**src/hdl/hcg_pkg.sv**
```systemverilog
package hcg_pkg;

    localparam int CHAN_W      = 8;
    localparam int NUM_CHAN    = 3;
    localparam int COLOR_W     = CHAN_W * NUM_CHAN;
    localparam int CHAN_MAX    = 255;
    localparam int CFG_INDEX_W = 3;

    // Reset colors
    localparam logic [COLOR_W-1:0] TOP_COLOR_RST    = 24'hFFFFFF;
    localparam logic [COLOR_W-1:0] GROUND_COLOR_RST = 24'h00FF00;
    localparam logic [COLOR_W-1:0] BOTTOM_COLOR_RST = 24'h0000FF;

    typedef enum logic [CFG_INDEX_W-1:0] {
        REG_HEIGHT_MAX   = 3'd0,
        REG_HEIGHT_MIN   = 3'd1,
        REG_TOP_COLOR    = 3'd2,
        REG_GROUND_COLOR = 3'd3,
        REG_BOTTOM_COLOR = 3'd4
    } cfg_reg_t;

    // Side-band travelling with each request down the pipe
    typedef struct packed {
        logic                fixed;        // color already decided
        logic [COLOR_W-1:0]  fixed_color;
        logic [COLOR_W-1:0]  start_color;  // gradient start
        logic                span_zero;    // len == 0: keep start
        logic [NUM_CHAN-1:0] neg;          // quotient sign per channel
    } ctl_t;

endpackage

```
**src/hdl/hcg_prep.sv**
```systemverilog
module hcg_prep #(
    parameter int HEIGHT_BITS = 16
) (
    input  logic                                            clk,
    input  logic                                            rst_n,
    input  logic                                            in_valid,
    input  logic signed [HEIGHT_BITS-1:0]                   height,
    input  logic [hcg_pkg::COLOR_W-1:0]                     explicit_color,
    input  logic signed [HEIGHT_BITS-1:0]                   height_max,
    input  logic signed [HEIGHT_BITS-1:0]                   height_min,
    input  logic [hcg_pkg::COLOR_W-1:0]                     top_color,
    input  logic [hcg_pkg::COLOR_W-1:0]                     ground_color,
    input  logic [hcg_pkg::COLOR_W-1:0]                     bottom_color,
    output logic                                            out_valid,
    output hcg_pkg::ctl_t                                   ctl,
    output logic [hcg_pkg::NUM_CHAN-1:0][HEIGHT_BITS+9:0]   num,
    output logic [HEIGHT_BITS:0]                            den
);

    localparam int PW = HEIGHT_BITS + 1;   // pix / len
    localparam int MW = HEIGHT_BITS + 10;  // product
    localparam int NW = HEIGHT_BITS + 10;  // numerator
    localparam int DW = HEIGHT_BITS + 1;   // denominator
    localparam int DFW = hcg_pkg::CHAN_W + 1;

    // ---- stage A: select, pix, len, channel differences
    logic                  a_valid_reg;
    hcg_pkg::ctl_t         a_ctl_reg, a_ctl_next;
    logic signed [PW-1:0]  a_pix_reg, a_pix_next;
    logic signed [PW-1:0]  a_len_reg, a_len_next;
    logic signed [DFW-1:0] a_diff_reg [hcg_pkg::NUM_CHAN];
    logic signed [DFW-1:0] a_diff_next [hcg_pkg::NUM_CHAN];
    logic [hcg_pkg::COLOR_W-1:0] end_color;
    logic signed [PW-1:0]  h_ext, min_ext, max_ext;

    assign h_ext   = PW'(height);
    assign min_ext = PW'(height_min);
    assign max_ext = PW'(height_max);

    always_comb
    begin
        a_ctl_next = '0;
        a_pix_next = h_ext;
        a_len_next = max_ext;
        end_color  = top_color;
        a_ctl_next.start_color = ground_color;
        priority if (explicit_color != '0)
        begin
            a_ctl_next.fixed       = 1'b1;
            a_ctl_next.fixed_color = explicit_color;
        end
        else if (height == height_max)
        begin
            a_ctl_next.fixed       = 1'b1;
            a_ctl_next.fixed_color = top_color;
        end
        else if (height == '0)
        begin
            a_ctl_next.fixed       = 1'b1;
            a_ctl_next.fixed_color = ground_color;
        end
        else if (height == height_min && height_min != '0)
        begin
            a_ctl_next.fixed       = 1'b1;
            a_ctl_next.fixed_color = bottom_color;
        end
        else if (!height[HEIGHT_BITS-1])
        begin
            // upper gradient, defaults already set
            a_pix_next = h_ext;
        end
        else
        begin
            a_pix_next             = h_ext - min_ext;
            a_len_next             = -min_ext;
            a_ctl_next.start_color = bottom_color;
            end_color              = ground_color;
        end
        for (int c = 0; c < hcg_pkg::NUM_CHAN; c++)
        begin
            a_diff_next[c] = signed'({1'b0, end_color[hcg_pkg::CHAN_W*c +: hcg_pkg::CHAN_W]})
                - signed'({1'b0, a_ctl_next.start_color[hcg_pkg::CHAN_W*c +: hcg_pkg::CHAN_W]});
        end
    end

    // ---- stage B: products
    logic                 b_valid_reg;
    hcg_pkg::ctl_t        b_ctl_reg;
    logic signed [PW-1:0] b_len_reg;
    logic signed [MW-1:0] b_prod_reg [hcg_pkg::NUM_CHAN];
    logic signed [MW-1:0] b_prod_next [hcg_pkg::NUM_CHAN];

    always_comb
    begin
        for (int c = 0; c < hcg_pkg::NUM_CHAN; c++)
        begin
            b_prod_next[c] = MW'(a_pix_reg) * MW'(a_diff_reg[c]);
        end
    end

    // ---- stage C: magnitudes, rounding offset, sign
    logic                 c_valid_reg;
    hcg_pkg::ctl_t        c_ctl_reg, c_ctl_next;
    logic [hcg_pkg::NUM_CHAN-1:0][NW-1:0] c_num_reg, c_num_next;
    logic [DW-1:0]        c_den_reg, c_den_next;
    logic [PW-1:0]        len_mag;
    logic [MW-1:0]        prod_mag;

    always_comb
    begin
        len_mag    = b_len_reg[PW-1] ? PW'(-b_len_reg) : PW'(b_len_reg);
        prod_mag   = '0;
        c_ctl_next = b_ctl_reg;
        c_ctl_next.span_zero = (b_len_reg == '0);
        c_den_next = {len_mag[PW-2:0], 1'b0};
        for (int c = 0; c < hcg_pkg::NUM_CHAN; c++)
        begin
            prod_mag = b_prod_reg[c][MW-1] ? MW'(-b_prod_reg[c]) : MW'(b_prod_reg[c]);
            c_num_next[c]     = {prod_mag[NW-2:0], 1'b0} + NW'(len_mag);
            c_ctl_next.neg[c] = b_prod_reg[c][MW-1] ^ b_len_reg[PW-1];
        end
    end

    always_ff @(posedge clk or negedge rst_n)
    begin
        if (!rst_n)
        begin
            a_valid_reg <= 1'b0;
            b_valid_reg <= 1'b0;
            c_valid_reg <= 1'b0;
        end
        else
        begin
            a_valid_reg <= in_valid;
            b_valid_reg <= a_valid_reg;
            c_valid_reg <= b_valid_reg;
        end
    end

    always_ff @(posedge clk)
    begin
        a_ctl_reg  <= a_ctl_next;
        a_pix_reg  <= a_pix_next;
        a_len_reg  <= a_len_next;
        a_diff_reg <= a_diff_next;
        b_ctl_reg  <= a_ctl_reg;
        b_len_reg  <= a_len_reg;
        b_prod_reg <= b_prod_next;
        c_ctl_reg  <= c_ctl_next;
        c_num_reg  <= c_num_next;
        c_den_reg  <= c_den_next;
    end

    assign out_valid = c_valid_reg;
    assign ctl       = c_ctl_reg;
    assign num       = c_num_reg;
    assign den       = c_den_reg;

endmodule

```
**config.mk**
```make
export PLATFORM = sky130hd
export DESIGN_NAME = hcg_prep
export DESIGN_NICKNAME = d
export VERILOG_FILES = /design/src/hdl/hcg_pkg.sv /design/src/hdl/hcg_prep.sv
export SDC_FILE = /design/constraint.sdc
export NUM_CORES = 2
export LEC_CHECK = 0
export BUFFER_PORTS_ARGS = -buffer_cell sky130_fd_sc_hd__buf_2
export CORE_ASPECT_RATIO = 1.2
export CORE_UTILIZATION = 30
export DETAILED_ROUTE_END_ITERATION = 8
export SETUP_SLACK_MARGIN = 0.5
export SYNTH_ARGS = -nofsm -noshare
export SYNTH_HDL_FRONTEND = slang
export SYNTH_SLANG_ARGS = --single-unit
```
**constraint.sdc**
```tcl
create_clock -name clk -period 8.3 [get_ports clk]
set_clock_uncertainty 0.05 [all_clocks]
set_input_delay 0.83 -clock clk [delete_from_list [all_inputs] [get_ports clk]]
set_output_delay 0.83 -clock clk [all_outputs]
set_load 0.02 [all_outputs]
```
==> qor.txt <==
Status: finished, final reports clean
Final Hold Fails: 0
Grt ovf: 0
Post-Synth Adder-Cell Area: 0.344
Top_reg_cell synth: dfxtp_1
Slew @ Worst Pin: 1.13 ns
Register area share after synthesis: 0.254
RSZ-0062 raised after global routing: no
TritonCTS Buffers: 50
# nets final: 4347
Post-Route WL: 82.4 mm
Startpoint types: flop
WL/cell: 16.5 um
Worst Path Arrival: 7.34 ns
Synthesized flop and latch total: 401
Area growth syn-to-layout: 15.4%
Die H: 358 um
Final worst path period need: 6.87 ns
Post-synth top area share: 0.251
I/O Pins: 296
Period utilisation layout: 0.828
Fmax achieved: 146 MHz
Worst Setup End Kind: flop
Drt pass-1 iters: 7
Slew HR: 0.248
Largest family of logic cells by synthesized area: adder cells
Crit-path max FO: 27
Largest net degree at the start of global routing: 73
Remaining antenna violation count: 0
Via count: 23200
First-pass GRT wire length: 132 mm
Place WS: 1.51 ns
Routability-driven placement congestion ratio: 0.871
CP Class: flop to flop
Drt initial violations: 879
Vias in the first global route: 24300
Post-DP HPWL: 66.7 mm
Root Buffer: clkbuf_16
Yosys warns: 0
Initial Util: 0.303
Distinct cells, synth: 76
Post-Synthesis Cell Area: 31700 um^2
Port-buffer cells: 294
Setup TNS: 0 ns
DRC violations left: 0
Clk buf depth: 3
Post-cts repair resize count: 0
Setup ws final: 1.43 ns
Core box area: 105000 um^2
Mean Syn Cell Area: 9.66 um^2
Fillers: 10800
Number of flops mapped to enable cells by yosys: 0
Share of post-route cells with drive strength above 1: 0.139
Post-synthesis compound-gate area fraction: 0.0922
Final setup vio count: 0
Max Slew Vio Count: 0
CTS tree: built
Simple-Gate Fraction of Synth Area: 0.144
Vias per cell: 4.65
Die area: 107000 um^2
Net Count, Synth: 4070
Initial antenna violation count: 2
Area leader, netlist: dfxtp_1
Worst Hold Class: flop to flop
Worst-path clk slew: 0.06 ns
CTS Hold Bufs: 1
Max reg flops: 78
Rows: 130
Postcts setup bufs: 0
Chip Width: 299 um
Synth top area cells: dfxtp_1 25%, fa_1 24%, ha_1 10%
# H-tree levels: 2
Post-synth ARST share: 0.00748
All-layer global routing usage: 0.157
Skew-Pair Late Insertion Delay: 0.65 ns
Multiplexer share of the synthesized area: 0.0264
Synth Area in XOR/XNOR: 0.0771
Final core occ: 0.349
Clk sinks: 401
Worst path required time: 8.77 ns
Max_cap viols: 0
Synth Instances: 3283
-- critical path, cell delays in order (launching register included) --
cell and delay [ns]:
dfxtp_1 1.01, nand2_1 0.15, fa_1 0.53, inv_1 0.06
fa_1 0.45, ha_1 0.29, inv_1 0.05, fa_1 0.47
inv_1 0.04, ha_1 0.27, ha_1 0.21, fa_1 0.46
a21o_1 0.21, a221oi_1 0.48, o21ai_0 0.35, o21ai_0 0.88
o311ai_0 0.31, a21o_1 0.21, a21oi_1 0.16, xnor2_1 0.14
-- cell usage after synthesis (46+ instances only) --
cell,n
and2_1,199
inv_1,395
xnor2_1,185
o21ai_0,129
nor2_1,109
dfxtp_1,398
clkbuf_1,98
xor2_1,94
o21bai_1,46
nand2_1,386
ha_1,255
a21oi_1,87
fa_1,385
-- cell families after synthesis --
family / count (synthesis)
AOI/OAI and AO/OA: 454
xor gates and xnor gates: 279
adders and majority gates: 640
buffers and inverters: 514
DFF: 401
muxes: 73
other: 1
and+or+nand+nor: 921
-- cell usage in the layout, fill, tap and decap left out, types with 12 or more instances in the layout --
cell type	n
nor3_1	25
nand2b_1	34
or2_2	12
and2_1	199
o21bai_1	46
o41ai_1	17
a31oi_1	12
o21ai_0	128
a21oi_1	87
nand2_1	386
clkbuf_16	51
dfxtp_1	398
buf_2	294
fa_1	385
mux2i_1	29
a21o_1	44
mux2_4	14
ha_1	255
a211oi_1	16
o31ai_1	34
nor2_1	109
nor2b_1	22
xnor2_1	185
nand3_1	27
o21a_1	15
buf_4	47
mux2_2	30
nor4_1	26
xor2_1	94
or3_1	20
inv_1	395
-- area by class of cell --
type,instances,area (um^2),share of cell area
Clock inverter,31,402,0.0110
Multi-Input combinational cell,2368,21700,0.593
Timing Repair Buffer,342,1830,0.0501
Sequential cell,401,8040,0.220
Clock buffer,63,1400,0.0383
Inverter,397,1490,0.0407
Antenna cell,2,5.00,0.000137
Tap cell,1386,1730,0.0474
-- per-layer routing --
layer / vias up / GRT usage / wire, um
met4: 0 / 0.0491 / 2380
met5: - / 0 / 0
met2: 529 / 0.285 / 41200
met3: 109 / 0.0243 / 3890
met1: 11400 / 0.189 / 34900
li1: 11200 / - / -
-- final timing paths --
path / startpoint / endpoint / slack [ns] / cells after the start
min in group asynchronous: rst_n / out_valid$_DFF_PN0_ / 0.50 / 2
hold / removal: a_ctl_reg[35]$_DFF_P_ / b_ctl_reg[35]$_DFF_P_ / 0.23 / 0
setup reg to reg: a_pix_reg[3]$_DFF_P_ / b_prod_reg[77]$_DFF_P_ / 1.43 / 19
hold reg to reg: a_ctl_reg[35]$_DFF_P_ / b_ctl_reg[35]$_DFF_P_ / 0.23 / 0
setup / recovery: a_pix_reg[3]$_DFF_P_ / b_prod_reg[77]$_DFF_P_ / 1.43 / 19
max in group asynchronous: rst_n / b_valid_reg$_DFF_PN0_ / 7.59 / 2
-- stage by stage --
step           area [um^2]  cells  hold slack, ns
2_1_floorplan        31700   3283           0.260
3_3_place_gp         34800   4893           0.260
3_5_place_dp         34800   4893           0.262
4_1_cts              36600   4988           0.230
5_1_grt              36600   4990           0.241
6_report             36600   4990           0.232
Power is left out: the tool's default activity adds up to more than one toggle a clock period on the data nets, which glitch-free logic cannot reach.
