### src/hdl/hcg_pkg.sv
package hcg_pkg;

    localparam int CHAN_W      = 8;
    localparam int NUM_CHAN    = 3;
    localparam int COLOR_W     = CHAN_W * NUM_CHAN;
    localparam int CHAN_MAX    = 255;
    localparam int CFG_INDEX_W = 3;

    // Reset colors
    localparam logic [COLOR_W-1:0] TOP_COLOR_RST    = 24'hFFFFFF;
    localparam logic [COLOR_W-1:0] GROUND_COLOR_RST = 24'h00FF00;
    localparam logic [COLOR_W-1:0] BOTTOM_COLOR_RST = 24'h0000FF;

    typedef enum logic [CFG_INDEX_W-1:0] {
        REG_HEIGHT_MAX   = 3'd0,
        REG_HEIGHT_MIN   = 3'd1,
        REG_TOP_COLOR    = 3'd2,
        REG_GROUND_COLOR = 3'd3,
        REG_BOTTOM_COLOR = 3'd4
    } cfg_reg_t;

    // Side-band travelling with each request down the pipe
    typedef struct packed {
        logic                fixed;        // color already decided
        logic [COLOR_W-1:0]  fixed_color;
        logic [COLOR_W-1:0]  start_color;  // gradient start
        logic                span_zero;    // len == 0: keep start
        logic [NUM_CHAN-1:0] neg;          // quotient sign per channel
    } ctl_t;

endpackage

### src/hdl/hcg_div_cell.sv
// One restoring-division step for all three channels.
module hcg_div_cell #(
    parameter int HEIGHT_BITS = 16
) (
    input  logic                                           clk,
    input  logic                                           rst_n,
    input  logic                                           in_valid,
    input  hcg_pkg::ctl_t                                  in_ctl,
    input  logic [hcg_pkg::NUM_CHAN-1:0][HEIGHT_BITS+9:0]  in_nq,
    input  logic [hcg_pkg::NUM_CHAN-1:0][HEIGHT_BITS:0]    in_rem,
    input  logic [HEIGHT_BITS:0]                           in_den,
    output logic                                           out_valid,
    output hcg_pkg::ctl_t                                  out_ctl,
    output logic [hcg_pkg::NUM_CHAN-1:0][HEIGHT_BITS+9:0]  out_nq,
    output logic [hcg_pkg::NUM_CHAN-1:0][HEIGHT_BITS:0]    out_rem,
    output logic [HEIGHT_BITS:0]                           out_den
);

    localparam int NW = HEIGHT_BITS + 10;
    localparam int DW = HEIGHT_BITS + 1;

    logic                                 valid_reg;
    hcg_pkg::ctl_t                        ctl_reg;
    logic [hcg_pkg::NUM_CHAN-1:0][NW-1:0] nq_reg, nq_next;
    logic [hcg_pkg::NUM_CHAN-1:0][DW-1:0] rem_reg, rem_next;
    logic [DW-1:0]                        den_reg;
    logic [DW:0]                          trial;
    logic [DW:0]                          diff;

    always_comb
    begin
        trial = '0;
        diff  = '0;
        for (int c = 0; c < hcg_pkg::NUM_CHAN; c++)
        begin
            trial = {in_rem[c], in_nq[c][NW-1]};
            diff  = trial - {1'b0, in_den};
            if (trial >= {1'b0, in_den})
            begin
                rem_next[c] = diff[DW-1:0];
                nq_next[c]  = {in_nq[c][NW-2:0], 1'b1};
            end
            else
            begin
                rem_next[c] = trial[DW-1:0];
                nq_next[c]  = {in_nq[c][NW-2:0], 1'b0};
            end
        end
    end

    always_ff @(posedge clk or negedge rst_n)
    begin
        if (!rst_n)
        begin
            valid_reg <= 1'b0;
        end
        else
        begin
            valid_reg <= in_valid;
        end
    end

    always_ff @(posedge clk)
    begin
        ctl_reg <= in_ctl;
        nq_reg  <= nq_next;
        rem_reg <= rem_next;
        den_reg <= in_den;
    end

    assign out_valid = valid_reg;
    assign out_ctl   = ctl_reg;
    assign out_nq    = nq_reg;
    assign out_rem   = rem_reg;
    assign out_den   = den_reg;

endmodule

### config.mk
export PLATFORM = sky130hd
export DESIGN_NAME = hcg_div_cell
export DESIGN_NICKNAME = d
export VERILOG_FILES = /design/src/hdl/hcg_pkg.sv /design/src/hdl/hcg_div_cell.sv
export SDC_FILE = /design/constraint.sdc
export NUM_CORES = 1
export LEC_CHECK = 0
export BUFFER_PORTS_ARGS = -buffer_cell sky130_fd_sc_hd__buf_2
export CAP_MARGIN = 20
export CORE_AREA = 2 2 155 157
export DETAILED_ROUTE_END_ITERATION = 7
export DIE_AREA = 0 0 157 159
export HOLD_SLACK_MARGIN = 0.05
export SYNTH_ARGS = -nofsm -noshare
export SYNTH_HDL_FRONTEND = slang
export SYNTH_SLANG_ARGS = --single-unit
### constraint.sdc
create_clock -name clk -period 0.84 [get_ports clk]
set_clock_uncertainty 0.05 [all_clocks]
set_input_delay 0.126 -clock clk [delete_from_list [all_inputs] [get_ports clk]]
set_output_delay 0.126 -clock clk [all_outputs]
set_load 0.03 [all_outputs]
==> results of run 1 <==
[report_power, final]
part           internal [µW]  leakage, µW  switching, µW  total (µW)
registers              10600      0.00169            498       11100
logic                   5190      0.00543           5030       10200
clock network           4120     0.000300           4480        8600
[registers in the layout, summed over array words and instances (netlist names)]
name / flops
out_valid: 1
out_rem: 51
out_den: 17
out_nq: 78
out_ctl: 53
[metal layers]
layer / share of wire [%] / routed length [µm] / up-vias / track usage [%]
li1: - / - / 3904 / -
met1: 38 / 13740 / 3900 / 31.31
met2: 49 / 17420 / 320 / 47.15
met3: 8.3 / 2993 / 84 / 9.581
met4: 4.8 / 1713 / 4 / 14.18
met5: 0.075 / 27 / - / 0
[Yosys cell counts, types with 6 or more instances]
master,n,area [µm²]
nand3_1,16,80.08
ha_1,51,638.1
dfxtp_1,199,3984
a21oi_1,43,215.2
nor2_1,30,112.6
nand4_1,8,50.05
inv_1,36,135.1
xor2_1,12,105.1
mux2_2,17,191.4
nor2b_1,9,56.30
nor3_1,10,50.05
o31ai_1,7,52.55
o21bai_1,6,45.04
xnor2_1,24,210.2
a21o_1,21,157.7
nand2_1,39,146.4
a211oi_1,6,45.04
buf_6,6,67.56
o21a_1,11,82.58
o21ai_0,35,175.2
[area by class of cell]
| type | instances | area share, % |
|---|---|---|
| clock inverters | 15 | 1.183 |
| multi-input cells | 407 | 22.80 |
| flip-flops and latches | 200 | 26.51 |
| clock buffers | 17 | 2.646 |
| inverters | 36 | 1.144 |
| diodes | 9 | 0.1401 |
| well taps | 319 | 2.482 |
| repair buffers | 787 | 43.09 |
[cells by family after synthesis]
group / Yosys count
buffers and inverters: 49
adders and majority gates: 54
and+or+nand+nor: 133
muxes: 21
AOI/OAI and AO/OA: 162
DFF: 200
xor gates and xnor gates: 36
[how the worst min path moves through the flow]
stage,slack (ns),startpoint,cells past startpoint,end
2_1_floorplan,-0.22,rst_n,0,out_valid
3_3_place_gp,-0.15,rst_n,1,out_valid
3_5_place_dp,-0.15,rst_n,1,out_valid
4_1_cts,-0.24,in_den[0],1,out_den[0]
5_1_grt,-0.24,in_den[0],1,out_den[0]
6_report,-0.22,in_den[0],1,out_den[0]
[critical path, cell delays in order]
cell and delay [ns]:
buf_12 0.10, buf_12 0.09, ha_4 0.12, inv_2 0.03, fa_2 0.33, a21o_1 0.17, a21oi_2 0.18, nand3b_1 0.14
a21oi_2 0.07, o2111ai_4 0.23, and2_4 0.30, mux2_4 0.31
[metrics by stage]
step	setup slack (ns)	util, %
floorplan	-1.532	-
global placement	-1.653	47.92
detailed placement	-1.721	47.92
CTS	-1.110	67.87
global route	-1.178	69.27
finish	-1.115	69.33
[timing repair]
action                                  CTS  global route
endpoints found under the setup margin  254           254
setup buffers                            23             1
pin swaps                                43            30
gates cloned                              3             0
hold endpoints to repair                198             7
gates resized for setup                 690            78
==> results by group, run 1 <==
Synthesis
  • Xor and xnor area share after synthesis: 4.348%
  • Post-Syn Area: 7252 µm²
  • Post-Synthesis Net Count: 911
  • Synth Register Bits: 200
  • Predominant post-synthesis flop cell: dfxtp_1
  • Synth warnings: 0
  • Synth Area in Simple Gates: 8.816%
  • EDFF count, synth: 0
  • Syn Area/Cell: 11.07 µm²
  • Yosys cell types: 57
  • Main combinational cell family by area after synthesis: compound AO/OA/AOI/OAI gates
  • Post-Synthesis Cells: 655
  • Complex-gate fraction of the synthesized area: 15.41%
  • Post-synthesis sequential area ratio: 55.28%
  • Adder-cell area share of the yosys netlist: 9.627%
  • Mux contribution to synthesized area: 3.261%
  • Post-synth ARST share: 0.5000%

STA
  • RSZ-0062 raised after global routing: true
  • Slew HR: 61.03%
  • Max-slew violations: 0
  • Fin Setup TNS: -102.40 ns
  • Fmax: 511.5 MHz
  • Tightest Pin Transition: 0.5811 ns
  • Hold WS: -0.2232 ns
  • Fin. Hold Viols: 5
  • Tmin final: 1.955 ns
  • Final cycle utilization of the critical path: 232.8%
  • Post-route setup slack: -1.115 ns
  • Final setup fails: 254

Global routing
  • Initial antenna violation count: 11
  • Overflow after GRT: 0
  • Global Route Usage Sum: 28.03%
  • Largest net degree at the start of global routing: 23
  • Vias in the first global route: 9007
  • First-pass GRT wire length: 52720 µm

Floorplan
  • Die Footprint: 24960 µm²
  • Die X-Extent: 157 µm
  • Die height: 159 µm
  • Initial Util: 31.27%
  • IO Pins: 402
  • Row Count: 56
  • Core area: 23190 µm²

Job
  • Max cap viols: 0

Critical path
  • Worst path required time: 1.12 ns
  • Worst-path fanout max: 8
  • Crit path capture: out_rem[11]
  • WS Path Type: in2reg
  • Crit path DAT: 2.23 ns
  • Setup crit end kind: register
  • Crit. Startpoint: in_den[0]
  • CP Launch Type: input pin

Place
  • I/O Buffers: 401
  • Cells after DPL: 1532
  • Placer Congestion: 0.8839
  • Area after DPL: 11110 µm²
  • Detail Placement HPWL: 24350 µm

Routing
  • WL per Instance: 20.06 µm
  • Drt drc: 0
  • Pre-Repair DR Iteration Count: 4
  • ANT nets after route: 0
  • Vias/cell: 4.588
  • Vias after detailed routing: 8212
  • Drt total wl: 35900 µm
  • First DRT Iteration DRCs: 376

CTS
  • Clock Tree Buf Depth: 2
  • Root Buffer: clkbuf_16
  • Clock transition at path regs: 0.08 ns
  • CTS tree: done
  • CTS buffer count: 17
  • # H-tree levels: 4
  • Sink Count: 200
  • Cts hold-fix bufs: 193

Finish
  • P&R area growth vs syn: 121.7%
  • Post-route cell area: 16080 µm²
  • Filler Cells Inserted: 1634
  • Most frequent cells in the layout: buf_6, dfxtp_2, buf_2
  • Multi-input gate area: 3666 µm²
  • # nets final: 1705
  • Non-filler cells, final: 1790
  • Ratio of cells with drive above 1 in the final layout: 66.28%
  • Most common cell after layout, fill and taps aside: buf_6
  • Register area: 4263 µm²

Pwr
  • Leak: 0.007424 µW
  • Pwr Density: 1859 nW/µm²
  • Maximum vdd drop: 1.451 mV
  • Total power: 29890 µW

Status
  • Status: finished, violations left
  • Failing checks: negative hold slack, negative setup slack

Worst hold path
  • Hold WC Path Type: in2reg
Power figures use the tool's default switching activity.
==> run 2, diff against run 1 <==
Settings changed: ABC_AREA set to 1, CORE_AREA 2 2 155 157 to 2 2 154 156, DIE_AREA 0 0 157 159 to 0 0 156 158, PLACE_DENSITY set to 0.66.
==> run 2 against run 1 <==
  * The flow finishes with violations (negative setup slack)
  * First-iteration DRC count is 63% higher
  * Non-clock buffer count down 28
  * Combinational power rose by 5%
  * Critical endpoint is now out_rem[35]
==> results by group, run 2 <==
CTS
  • CTS buffer count: 17 (unchanged)
  • Clock Tree Buf Depth: 2 (unchanged)
  • Clock transition at path regs: 0.08 ns (about the same)
  • CTS tree: done
  • # H-tree levels: 4 (unchanged)
  • Sink Count: 200 (unchanged)
  • Root Buffer: clkbuf_16

Synthesis
  • Top cell type's share of synthesized area: 47.24% (-7.7 points)
  • Most instantiated cells after synthesis: nand2_1, dfxtp_1, inv_1, nand3_1, ha_1
  • Top cells by area, synth: dfxtp_1, nand2_1, ha_1, inv_1, nand3_1
  • Predominant post-synthesis flop cell: dfxtp_1
  • Syn Area/Cell: 8.062 µm² (-27%)
  • Post-Syn Area: 8433 µm² (+16%)
  • EDFF count, synth: 0 (unchanged)
  • Synth warnings: 0 (unchanged)
  • Synth Register Bits: 200 (unchanged)
  • Yosys cell types: 36 (-37%)
  • Cell taking the most area after synthesis: dfxtp_1
  • Top-count cell post-synth: nand2_1
  • Post-Synthesis Cells: 1046 (+60%)
  • Post-synth ARST share: 0.5000% (unchanged)
  • Post-synthesis sequential area ratio: 47.54% (-7.7 points)
  • Post-Synthesis Net Count: 1302 (+43%)

Critical path
  • CP Launch Type: input pin
  • Worst-path fanout max: 6 (-2)
  • Crit path DAT: 1.83 ns (-0.40 ns)
  • Setup crit end kind: register
  • WS Path Type: in2reg
  • Worst path required time: 1.10 ns (-0.02 ns)

Global routing
  • Overflow after GRT: 0 (unchanged)
  • Vias in the first global route: 10480 (+16%)
  • First-pass GRT wire length: 59250 µm (+12%)
  • Initial antenna violation count: 6 (-5)
  • Global Route Usage Sum: 32.04% (+4.0 points)
  • Largest net degree at the start of global routing: 22 (-4.3%)

STA
  • Final setup fails: 254 (unchanged)
  • Tmin final: 1.564 ns (-0.3909 ns)
  • Tightest Pin Transition: 0.3885 ns (-0.1925 ns)
  • Fmax: 639.3 MHz (+25%)
  • RSZ-0062 raised after global routing: true
  • Final cycle utilization of the critical path: 186.2% (-47 points)
  • Post-route setup slack: -0.7242 ns (+0.3909 ns)
  • Fin. Hold Viols: 0 (-5)
  • Max-slew violations: 0 (unchanged)
  • Slew HR: 73.90% (+13 points)
  • Hold WS: 0.06670 ns (+0.2899 ns)

Floorplan
  • Row Count: 56 (unchanged)
  • Die height: 158 µm (-0.63%)
  • Initial Util: 36.58% (+5.3 points)
  • Core area: 23050 µm² (-0.60%)
  • Die X-Extent: 156 µm (-0.64%)
  • Die Footprint: 24650 µm² (-1.3%)
  • IO Pins: 402 (unchanged)

Job
  • Max cap viols: 0 (unchanged)

Routing
  • Drt total wl: 41860 µm (+17%)
  • Pre-Repair DR Iteration Count: 5 (+1)
  • Vias/cell: 4.731 (+3.1%)
  • Drt drc: 0 (unchanged)
  • Vias after detailed routing: 10070 (+23%)
  • First DRT Iteration DRCs: 613 (+63%)
  • WL per Instance: 19.66 µm (-2.0%)
  • ANT nets after route: 0 (unchanged)

Finish
  • Largest register FFs: 78 (unchanged)
  • Ratio of cells with drive above 1 in the final layout: 56.37% (-9.9 points)
  • # nets final: 2079 (+22%)
  • Final core area utilization: 75.77% (+6.4 points)
  • Most frequent cells in the layout: nand2_1, buf_6, dfxtp_2
  • P&R area growth vs syn: 107.1%
  • Non-filler cells, final: 2129 (+19%)
  • Most common cell after layout, fill and taps aside: nand2_1

Pwr
  • Maximum vdd drop: 1.650 mV (+14%)
  • Total power: 30330 µW (+1.5%)
  • Leak: 0.008861 µW (+19%)
  • Pwr Density: 1736 nW/µm² (-6.6%)

Status
  • Status: finished, violations left
  • Failing checks: negative setup slack

Worst hold path
  • Hold WC Path Type: in2reg

Place
  • Detail Placement HPWL: 25820 µm (+6.0%)
  • Placer Congestion: 0.9083 (+2.8%)
  • I/O Buffers: 401 (unchanged)
  • Post-place setup slack: -1.245 ns (+0.4763 ns)
  • Cells after DPL: 1866 (+22%)
run 2: cell count changes in the layout (fill, tap and decap cells not counted), sizes merged, moves of 12 or more:
| cell | delta |
|---|---|
| nand2 | +373 |
| inv | +130 |
| nand3 | +76 |
| buf | -36 |
| o21ai | -36 |
| xnor2 | -22 |
| a21o | -21 |
| a21oi | -19 |
| mux2 | -18 |
| nor2 | +12 |
run 2: final timing paths:
check / startpoint / endpoint / slack, ns / cells past startpoint
worst max-delay path: in_den[15] / out_rem[35] / -0.72 / 10
worst min-delay path: in_nq[25] / out_rem[0] / 0.07 / 4
max in group asynchronous: rst_n / out_valid / 0.15 / 3
min in group asynchronous: rst_n / out_valid / 0.49 / 3
run 2: timing repair:
item | CTS | global route
pin swaps | 64 | 75
endpoints found under the hold margin | 197 | 1
setup endpoints to repair | 254 | 254
hold buffers | 197 | 1
gates resized for setup | 743 | 93
buffers inserted | 17 | 2
gates cloned | 8 | 5
run 2: layout make-up:
cell class,count,area [µm²]
Multi-Input combinational cell,673,4741
Tap cell,290,362.8
Antenna cell,3,7.507
Clock buffer,18,429.2
Fill cell,1484,5587
Timing Repair Buffer,759,6798
Clock inverter,14,183.9
Sequential cell,200,4258
Inverter,172,685.7
run 2: through the flow:
step           TNS [ns]  cell area (µm²)
2_1_floorplan    -40.28             8556
5_1_grt          -90.68            17460
3_3_place_gp     -59.14            11920
3_5_place_dp     -60.75            11920
4_1_cts          -79.60            16900
6_report         -82.65            17470
run 2: kinds of logic after synthesis:
family / after synthesis / synth area share, %
and+or+nand+nor: 561 / 31.17
xor gates and xnor gates: 21 / 2.181
DFF: 200 / 47.54
buffers and inverters: 181 / 8.946
AOI/OAI and AO/OA: 29 / 1.884
adders and majority gates: 54 / 8.279
run 2: routing by layer:
layer / part of all wire (%) / track usage, %
met1: 36 / 33.59
met2: 51 / 57.33
met3: 6.5 / 9.116
met4: 6.4 / 18.92
met5: 0.15 / 0
run 2: where the power goes:
part / total [µW] / internal (µW) / switching, µW
logic: 10700 / 4890 / 5800
registers: 11000 / 10500 / 459
clock network: 8660 / 4310 / 4350
total: 30300 / 19700 / 10600
run 2: critical path: stages:
cell and delay, ns:
buf_8 0.08, clkinvlp_4 0.20, ha_4 0.37, nand2_4 0.07, buf_6 0.11, nor4_4 0.36, nand2_8 0.17, clkbuf_16 0.21
nand3_2 0.06, nand2_1 0.07
